`src/hw/rtl/spq_pkg.sv`:
```
// shared constants and types for the sorted priority queue
package spq_pkg;

    // queue geometry
    localparam int CAPACITY = 16;
    localparam int IDX_W    = $clog2(CAPACITY);
    localparam int CNT_W    = $clog2(CAPACITY + 1);

    // field widths
    localparam int OP_W    = 2;
    localparam int VALUE_W = 32;
    localparam int PRIO_W  = 16;
    localparam int STAT_W  = 2;
    localparam int COUNT_W = 5;

    // stream beat widths, padded to whole bytes
    localparam int IN_BITS   = OP_W + VALUE_W + PRIO_W;
    localparam int OUT_BITS  = VALUE_W + PRIO_W + STAT_W + COUNT_W;
    localparam int IN_DATA_W  = ((IN_BITS + 7) / 8) * 8;
    localparam int OUT_DATA_W = ((OUT_BITS + 7) / 8) * 8;

    // operation codes
    localparam logic [OP_W-1:0] OP_INSERT   = 2'd0;
    localparam logic [OP_W-1:0] OP_POP_HEAD = 2'd1;
    localparam logic [OP_W-1:0] OP_POP_TAIL = 2'd2;

    // status codes
    localparam logic [STAT_W-1:0] STAT_OK    = 2'd0;
    localparam logic [STAT_W-1:0] STAT_EMPTY = 2'd1;
    localparam logic [STAT_W-1:0] STAT_FULL  = 2'd2;

    // one stored entry
    typedef struct packed {
        logic signed [PRIO_W-1:0]  prio;
        logic signed [VALUE_W-1:0] value;
    } t_entry;

    // controller to datapath commands
    typedef struct packed {
        logic load;   // capture the incoming beat
        logic exec;   // apply the captured operation and load the result
    } t_dp_cmd;

endpackage

```
`src/hw/rtl/spq_ctrl.sv`:
```
// controller for the sorted priority queue: capture / execute sequencing and result valid
module spq_ctrl (
    input  logic             i_clk,
    input  logic             i_rst_n,
    input  logic             i_s_tvalid,
    output logic             o_s_tready,
    output logic             o_m_tvalid,
    input  logic             i_m_tready,
    output spq_pkg::t_dp_cmd o_cmd
);
    import spq_pkg::*;

    localparam logic ST_IDLE = 1'b0;
    localparam logic ST_EXEC = 1'b1;

    logic r_state;
    logic n_state;
    logic r_m_tvalid;
    logic n_m_tvalid;
    logic out_free;

    // output register is free when empty or being drained this cycle
    assign out_free   = !r_m_tvalid || i_m_tready;
    assign o_s_tready = (r_state == ST_IDLE);
    assign o_m_tvalid = r_m_tvalid;

    // commands to the datapath
    always_comb begin
        o_cmd      = '0;
        o_cmd.load = (r_state == ST_IDLE) && i_s_tvalid;
        o_cmd.exec = (r_state == ST_EXEC) && out_free;
    end

    // next state and result valid
    always_comb begin
        n_state    = r_state;
        n_m_tvalid = r_m_tvalid;
        if (i_m_tready) begin
            n_m_tvalid = 1'b0;
        end
        case (r_state)
            ST_IDLE: begin
                if (i_s_tvalid) begin
                    n_state = ST_EXEC;
                end
            end
            ST_EXEC: begin
                if (out_free) begin
                    n_state    = ST_IDLE;
                    n_m_tvalid = 1'b1;
                end
            end
            default: begin
                n_state = ST_IDLE;
            end
        endcase
    end

    // state registers
    always_ff @(posedge i_clk) begin
        if (!i_rst_n) begin
            r_state    <= ST_IDLE;
            r_m_tvalid <= 1'b0;
        end else begin
            r_state    <= n_state;
            r_m_tvalid <= n_m_tvalid;
        end
    end

endmodule

```
`src/hw/rtl/spq_datapath.sv`:
```
// datapath for the sorted priority queue: sorted cell array, occupancy and result register
module spq_datapath (
    input  logic                            i_clk,
    input  logic                            i_rst_n,
    input  spq_pkg::t_dp_cmd                i_cmd,
    input  logic [spq_pkg::IN_DATA_W-1:0]   i_in_data,
    output logic [spq_pkg::OUT_DATA_W-1:0]  o_out_data
);
    import spq_pkg::*;

    // captured beat
    logic [OP_W-1:0]           r_op;
    logic signed [VALUE_W-1:0] r_value;
    logic signed [PRIO_W-1:0]  r_prio;

    // sorted cells, head at index 0
    t_entry r_cell [CAPACITY];
    t_entry n_cell [CAPACITY];
    logic [CNT_W-1:0] r_occ;
    logic [CNT_W-1:0] n_occ;

    // result register
    logic signed [VALUE_W-1:0] r_rm_value;
    logic signed [PRIO_W-1:0]  r_rm_prio;
    logic [STAT_W-1:0]         r_status;
    logic signed [VALUE_W-1:0] n_rm_value;
    logic signed [PRIO_W-1:0]  n_rm_prio;
    logic [STAT_W-1:0]         n_status;

    logic [CAPACITY-1:0] ge;
    logic [CAPACITY-1:0] prev_ge;
    t_entry prev_cell [CAPACITY];
    t_entry new_entry;
    logic [CNT_W-1:0] occ_m1;
    logic is_full;
    logic is_empty;

    assign new_entry.prio  = r_prio;
    assign new_entry.value = r_value;
    assign occ_m1   = r_occ - CNT_W'(1);
    assign is_full  = (r_occ >= CNT_W'(CAPACITY));
    assign is_empty = (r_occ == '0);

    // per-cell compare: an empty cell counts as greater than any priority
    always_comb begin
        for (int i = 0; i < CAPACITY; i++) begin
            if (CNT_W'(i) < r_occ) begin
                ge[i] = (r_cell[i].prio >= r_prio);
            end else begin
                ge[i] = 1'b1;
            end
        end
        prev_ge[0]   = 1'b0;
        prev_cell[0] = new_entry;
        for (int i = 1; i < CAPACITY; i++) begin
            prev_ge[i]   = ge[i-1];
            prev_cell[i] = r_cell[i-1];
        end
    end

    // next cell contents, occupancy and result
    always_comb begin
        for (int i = 0; i < CAPACITY; i++) begin
            n_cell[i] = r_cell[i];
        end
        n_occ      = r_occ;
        n_rm_value = '0;
        n_rm_prio  = '0;
        n_status   = STAT_OK;
        case (r_op)
            OP_INSERT: begin
                if (is_full) begin
                    n_status = STAT_FULL;
                end else begin
                    // cells at or past the insert point shift toward the tail
                    for (int i = 0; i < CAPACITY; i++) begin
                        if (ge[i]) begin
                            n_cell[i] = prev_ge[i] ? prev_cell[i] : new_entry;
                        end
                    end
                    n_occ = r_occ + CNT_W'(1);
                end
            end
            OP_POP_HEAD: begin
                if (is_empty) begin
                    n_status = STAT_EMPTY;
                end else begin
                    n_rm_value = r_cell[0].value;
                    n_rm_prio  = r_cell[0].prio;
                    for (int i = 0; i < CAPACITY - 1; i++) begin
                        n_cell[i] = r_cell[i+1];
                    end
                    n_occ = occ_m1;
                end
            end
            OP_POP_TAIL: begin
                if (is_empty) begin
                    n_status = STAT_EMPTY;
                end else begin
                    n_rm_value = r_cell[occ_m1[IDX_W-1:0]].value;
                    n_rm_prio  = r_cell[occ_m1[IDX_W-1:0]].prio;
                    n_occ      = occ_m1;
                end
            end
            default: begin
                n_status = STAT_OK;
            end
        endcase
    end

    // beat capture
    always_ff @(posedge i_clk) begin
        if (i_cmd.load) begin
            r_op    <= i_in_data[OP_W-1:0];
            r_value <= i_in_data[OP_W +: VALUE_W];
            r_prio  <= i_in_data[OP_W + VALUE_W +: PRIO_W];
        end
    end

    // cells and result payload
    always_ff @(posedge i_clk) begin
        if (i_cmd.exec) begin
            for (int i = 0; i < CAPACITY; i++) begin
                r_cell[i] <= n_cell[i];
            end
            r_rm_value <= n_rm_value;
            r_rm_prio  <= n_rm_prio;
            r_status   <= n_status;
        end
    end

    // occupancy
    always_ff @(posedge i_clk) begin
        if (!i_rst_n) begin
            r_occ <= '0;
        end else if (i_cmd.exec) begin
            r_occ <= n_occ;
        end
    end

    // pack the result beat
    assign o_out_data = {
        (OUT_DATA_W - OUT_BITS)'(0),
        COUNT_W'(r_occ),
        r_status,
        r_rm_prio,
        r_rm_value
    };

endmodule

```
`src/hw/rtl/sorted_priority_queue.sv`:
```
// Sorted priority queue, top level.
// Input stream (s side) carries one operation per beat: insert, remove head
// (lowest priority) or remove tail (highest priority). Output stream (m side)
// returns exactly one result beat per operation: removed entry (zero if none),
// status (ok, empty, full) and the entry count after the operation.
// Up to 16 entries are held in a row of cells kept in ascending priority
// order; every cell compares against the incoming priority in parallel, so an
// insert or removal is applied at once in the execute state.
// Each operation is first captured from the beat, then executed.
// The result is valid the cycle after execute; a new operation is not accepted
// while the previous one is still in execute, as set by the capture/execute controller.
// Reset empties the queue (count zero); cell contents are not cleared and are
// never read until written.
// If the receiver stalls, the result beat holds; one more operation can be
// captured and waits in execute until the result register drains; meanwhile
// s_tready stays low.
module sorted_priority_queue (
    input  logic                            i_clk,
    input  logic                            i_rst_n,
    input  logic                            i_s_tvalid,
    output logic                            o_s_tready,
    // op[1:0], item_value[33:2], item_priority[49:34], zero pad [55:50]
    input  logic [spq_pkg::IN_DATA_W-1:0]   i_s_tdata,
    output logic                            o_m_tvalid,
    input  logic                            i_m_tready,
    // removed_value[31:0], removed_priority[47:32], status[49:48],
    // entry_count[54:50], zero pad [55]
    output logic [spq_pkg::OUT_DATA_W-1:0]  o_m_tdata
);
    import spq_pkg::*;

    t_dp_cmd cmd;

    // sequencing
    spq_ctrl u_ctrl (
        .i_clk      (i_clk),
        .i_rst_n    (i_rst_n),
        .i_s_tvalid (i_s_tvalid),
        .o_s_tready (o_s_tready),
        .o_m_tvalid (o_m_tvalid),
        .i_m_tready (i_m_tready),
        .o_cmd      (cmd)
    );

    // storage and compare
    spq_datapath u_datapath (
        .i_clk      (i_clk),
        .i_rst_n    (i_rst_n),
        .i_cmd      (cmd),
        .i_in_data  (i_s_tdata),
        .o_out_data (o_m_tdata)
    );

endmodule

```
`config.mk`:
```
export PLATFORM = sky130hd
export DESIGN_NAME = sorted_priority_queue
export DESIGN_NICKNAME = d
export VERILOG_FILES = /design/src/hw/rtl/spq_pkg.sv /design/src/hw/rtl/spq_ctrl.sv /design/src/hw/rtl/spq_datapath.sv /design/src/hw/rtl/sorted_priority_queue.sv
export SDC_FILE = /design/constraint.sdc
export NUM_CORES = 2
export LEC_CHECK = 0
export CORE_MARGIN = 4
export CORE_UTILIZATION = 35
export CTS_CLUSTER_SIZE = 14
export DETAILED_ROUTE_END_ITERATION = 7
export DONT_BUFFER_PORTS = 1
export PLACE_DENSITY = 0.58
export SLEW_MARGIN = 20
export SYNTH_ARGS = -nofsm -noshare
export SYNTH_HDL_FRONTEND = slang
export SYNTH_SLANG_ARGS = --single-unit
```
`constraint.sdc`:
```
create_clock -name i_clk -period 9.1 [get_ports i_clk]
set_clock_uncertainty 0.15 [all_clocks]
set_input_delay 0.455 -clock i_clk [delete_from_list [all_inputs] [get_ports i_clk]]
set_output_delay 0.455 -clock i_clk [all_outputs]
set_load 0.01 [all_outputs]
```
==> impl_metrics.py <==
metrics = {
    "sta": {
        "tns_ps": 0,
        "fin_crit_ps": 5347,
        "worstMarginPinSlew_ps": 1199,
        "slew_violations": 0,
        "hold_viol": 0,
        "timing.final.crit_share": 0.5876,
        "max_freq_ghz": 0.1870,
        "layout_setup_ws_ps": 3753,
        "setup_viol": 0,
        "slew_headroom": 0.2008,
        "rsz0062_at_grt": "false",
    },
    "floorplanning": {
        "dieArea_sq_um": 159100,
        "io_pins": 118,
        "die_w_um": 398.9,
        "rows": 143,
        "floorplan.initialDensity": 0.3521,
        "die_h_um": 398.9,
        "core_sq_um": 151900,
    },
    "place": {
        "dp_cells": 6402,
        "io_buffers": 0,
        "gp_congestion": 0.8751,
        "place_area_sq_um": 55380,
        "pre_cts_slack_ps": 3828,
        "hpwl_um": 110900,
    },
    "route": {
        "vias": 42370,
        "antenna_left": 0,
        "routed_wl_um": 190600,
        "drc_errors": 0,
        "routed_via_density": 6.387,
        "drtPass1Iterations": 6,
        "post_drt_wl_per_cell_um": 28.73,
        "drt_iter0_markers": 5789,
    },
    "layout": {
        "fill_cells": 14570,
        "drive_gt1_frac": 0.1173,
        "postLayoutCoreUtil": 0.3902,
        "syn2layout_area_growth_pct": 10.82,
        "final_nets": 4836,
        "design_area_sq_um": 59270,
        "diodes": 0,
        "instances_no_fill": 6634,
    },
    "critical_path": {
        "r2r_setup_slack_ps": 3750,
        "r2r_start": "u_datapath.r_occ[0]$_SDFFE_PN0P_",
        "arrival_ps": 5670,
        "worstPathRequired_ps": 9420,
        "path_class": "reg2reg",
        "startpoint": "u_datapath.r_occ[0]$_SDFFE_PN0P_",
        "cp-start-kind": "flip-flop",
        "worstReg2RegEnd": "u_datapath.r_cell[9][15]$_DFFE_PP_",
        "r2r_cells": 9,
        "worstPathMaxFanout": 68,
        "endpoint": "u_datapath.r_cell[9][15]$_DFFE_PP_",
        "end_kind": "flip-flop",
    },
    "synth": {
        "syn_nets": 5027,
        "ys_ff_latch": 875,
        "ys_seq_area_frac": 0.4900,
        "yosysWarnings": 0,
        "synth-edff-count": 868,
        "syn_area_sq_um": 53490,
        "synth_area_leaders": "edfxtp_1, a221o_1, mux4_2",
        "synth_top_area_frac": 0.4873,
        "syn_avg_cell_area_sq_um": 11.33,
        "yosysTopAreaCell": "edfxtp_1",
        "ys.flop_type": "edfxtp_1",
        "async_flop_share": 0,
        "syn_inst": 4719,
        "synth.distinct_cells": 67,
    },
    "grt": {
        "grt_overflow": 0,
        "first_global_vias": 40340,
        "grt_max_degree": 196,
        "grt_busiest_layer": "met2",
        "antenna_found_initial": 5,
        "grt_pass1_wl_um": 276000,
        "met1_usage": 0.3264,
        "grt_usage": 0.2310,
        "grtUsageMet3": 0.04120,
        "grt_use_met2": 0.3553,
    },
    "power_and_ir_drop": {
        "power.leakage_nw": 21.95,
        "powerDensity_nw_per_um2": 198.9,
        "vdd.ir_drop.worst_uv": 146.7,
    },
    "cts": {
        "cts_setup_buffers": 0,
        "h-tree-depth": 3,
        "clockBufferDepth": 3,
        "tritoncts": "yes",
        "cts.repair.resized": 0,
        "cts-root-buf": "clkbuf_16",
        "cts_made_buffers": 100,
        "worstSkewPairLatency_ps": 740,
        "cts.sinks": 875,
        "path_clk_slew_ps": 60,
        "hold_buffers": 53,
    },
    "min_path": {
        "hold_class": "in2reg",
    },
    "outcome": {
        "status": "finished, final reports clean",
    },
    "flow_run": {
        "max_cap_violations": 0,
    },
}
-- cell families after synthesis --
family / synth area share
fa+ha+maj: 0.05802
flops: 0.4900
xor+xnor: 0.0009825
simple gates: 0.1312
compound gates: 0.1589
buf+inv: 0.03799
mux: 0.1229
other cells: 0.00007011
-- final cells by class --
type	count	area, sq um	share of cell area
Clock buffer	119	2595	0.04378
Inverter	42	157.7	0.002660
Tap cell	2030	2540	0.04285
Multi-Input combinational cell	3357	25620	0.4323
Sequential cell	875	26210	0.4422
Timing Repair Buffer	152	1416	0.02390
Clock inverter	59	732.0	0.01235
-- registers in the layout, indices dropped and copies added, names as in the netlist --
register	count
u_ctrl.r_state	1
u_datapath.r_status	2
u_ctrl.o_m_tvalid	1
u_datapath.r_cell	768
u_datapath.r_prio	16
u_datapath.r_value	32
u_datapath.r_occ	5
u_datapath.r_rm_prio	16
u_datapath.r_rm_value	32
u_datapath.r_op	2
-- stage by stage --
stage / total power (W) / hold WS, ps
CTS: 0.01183 / 136.7
detailed placement: 0.007592 / 401.4
global placement: 0.007531 / 393.5
floorplan: 0.006713 / 360.1
global route: 0.01221 / 153.7
finish: 0.01179 / 186.7
-- how the worst min path moves through the flow --
| stage | start | endpoint | cells past startpoint |
|---|---|---|---|
| after detailed placement | u_datapath.r_cell[1][11]$_DFFE_PP_ | u_datapath.r_cell[0][11]$_DFFE_PP_ | 2 |
| final | i_s_tdata[8] | u_datapath.r_value[6]$_DFFE_PP_ | 1 |
| after CTS | i_s_tdata[19] | u_datapath.r_value[17]$_DFFE_PP_ | 1 |
| after global routing | i_s_tdata[9] | u_datapath.r_value[7]$_DFFE_PP_ | 1 |
| after global placement | u_datapath.r_cell[15][11]$_DFFE_PP_ | u_datapath.r_cell[14][11]$_DFFE_PP_ | 2 |
| after floorplan | u_ctrl.r_state$_SDFF_PN0_ | u_ctrl.r_state$_SDFF_PN0_ | 2 |
-- cells in the final DEF, fill, tap and decap left out, types with 13 or more instances in the layout --
| cell type | count |
|---|---|
| o21ai_1 | 21 |
| edfxtp_1 | 868 |
| clkbuf_1 | 18 |
| and2_1 | 36 |
| buf_4 | 90 |
| nand4_1 | 52 |
| nand3_1 | 108 |
| and3_1 | 47 |
| nor2b_1 | 16 |
| dlygate4sd3_1 | 53 |
| bufinv_16 | 13 |
| inv_1 | 42 |
| mux4_2 | 192 |
| clkinv_1 | 17 |
| a21oi_1 | 93 |
| nand2_1 | 760 |
| nor2_1 | 551 |
| nor3_1 | 14 |
| mux2_2 | 48 |
| clkinv_2 | 17 |
| mux2i_1 | 165 |
| o21ai_0 | 170 |
| ha_1 | 245 |
| o211ai_1 | 17 |
| a32oi_1 | 48 |
| a21o_1 | 68 |
| clkbuf_16 | 101 |
| nor4_1 | 22 |
| o311ai_0 | 36 |
| a221o_1 | 523 |
-- layer usage --
metal	vias to the layer above	routed length, um
met5	-	13
met1	21580	79740
li1	18080	-
met2	2369	85960
met4	2	7354
met3	349	17500
-- power breakdown --
| group | internal (W) | switching [W] |
|---|---|---|
| combinational | 0.000956 | 0.00167 |
| sequential | 0.00475 | 0.000198 |
| clock | 0.00241 | 0.00180 |
-- critical path, cell delays in order, from the launching register on --
cell and delay (ps):
dfxtp_4 950, or2_1 290, o21a_2 740, buf_4 650, nor2_1 150, nor4_4 380
buf_4 420, buf_4 870, nor2_1 120, a221o_1 300
-- Yosys cell counts, types with 48 or more instances --
cell	number
and3_1	48
a21o_1	68
nor2_1	561
nand4_1	52
clkbuf_1	309
ha_1	248
nand2_1	762
buf_2	114
mux4_2	192
edfxtp_1	868
a32oi_1	48
mux2i_1	168
o21ai_0	170
nand3_1	108
mux2_2	49
a21oi_1	104
a221o_1	523
Power figures use the tool's default switching activity.
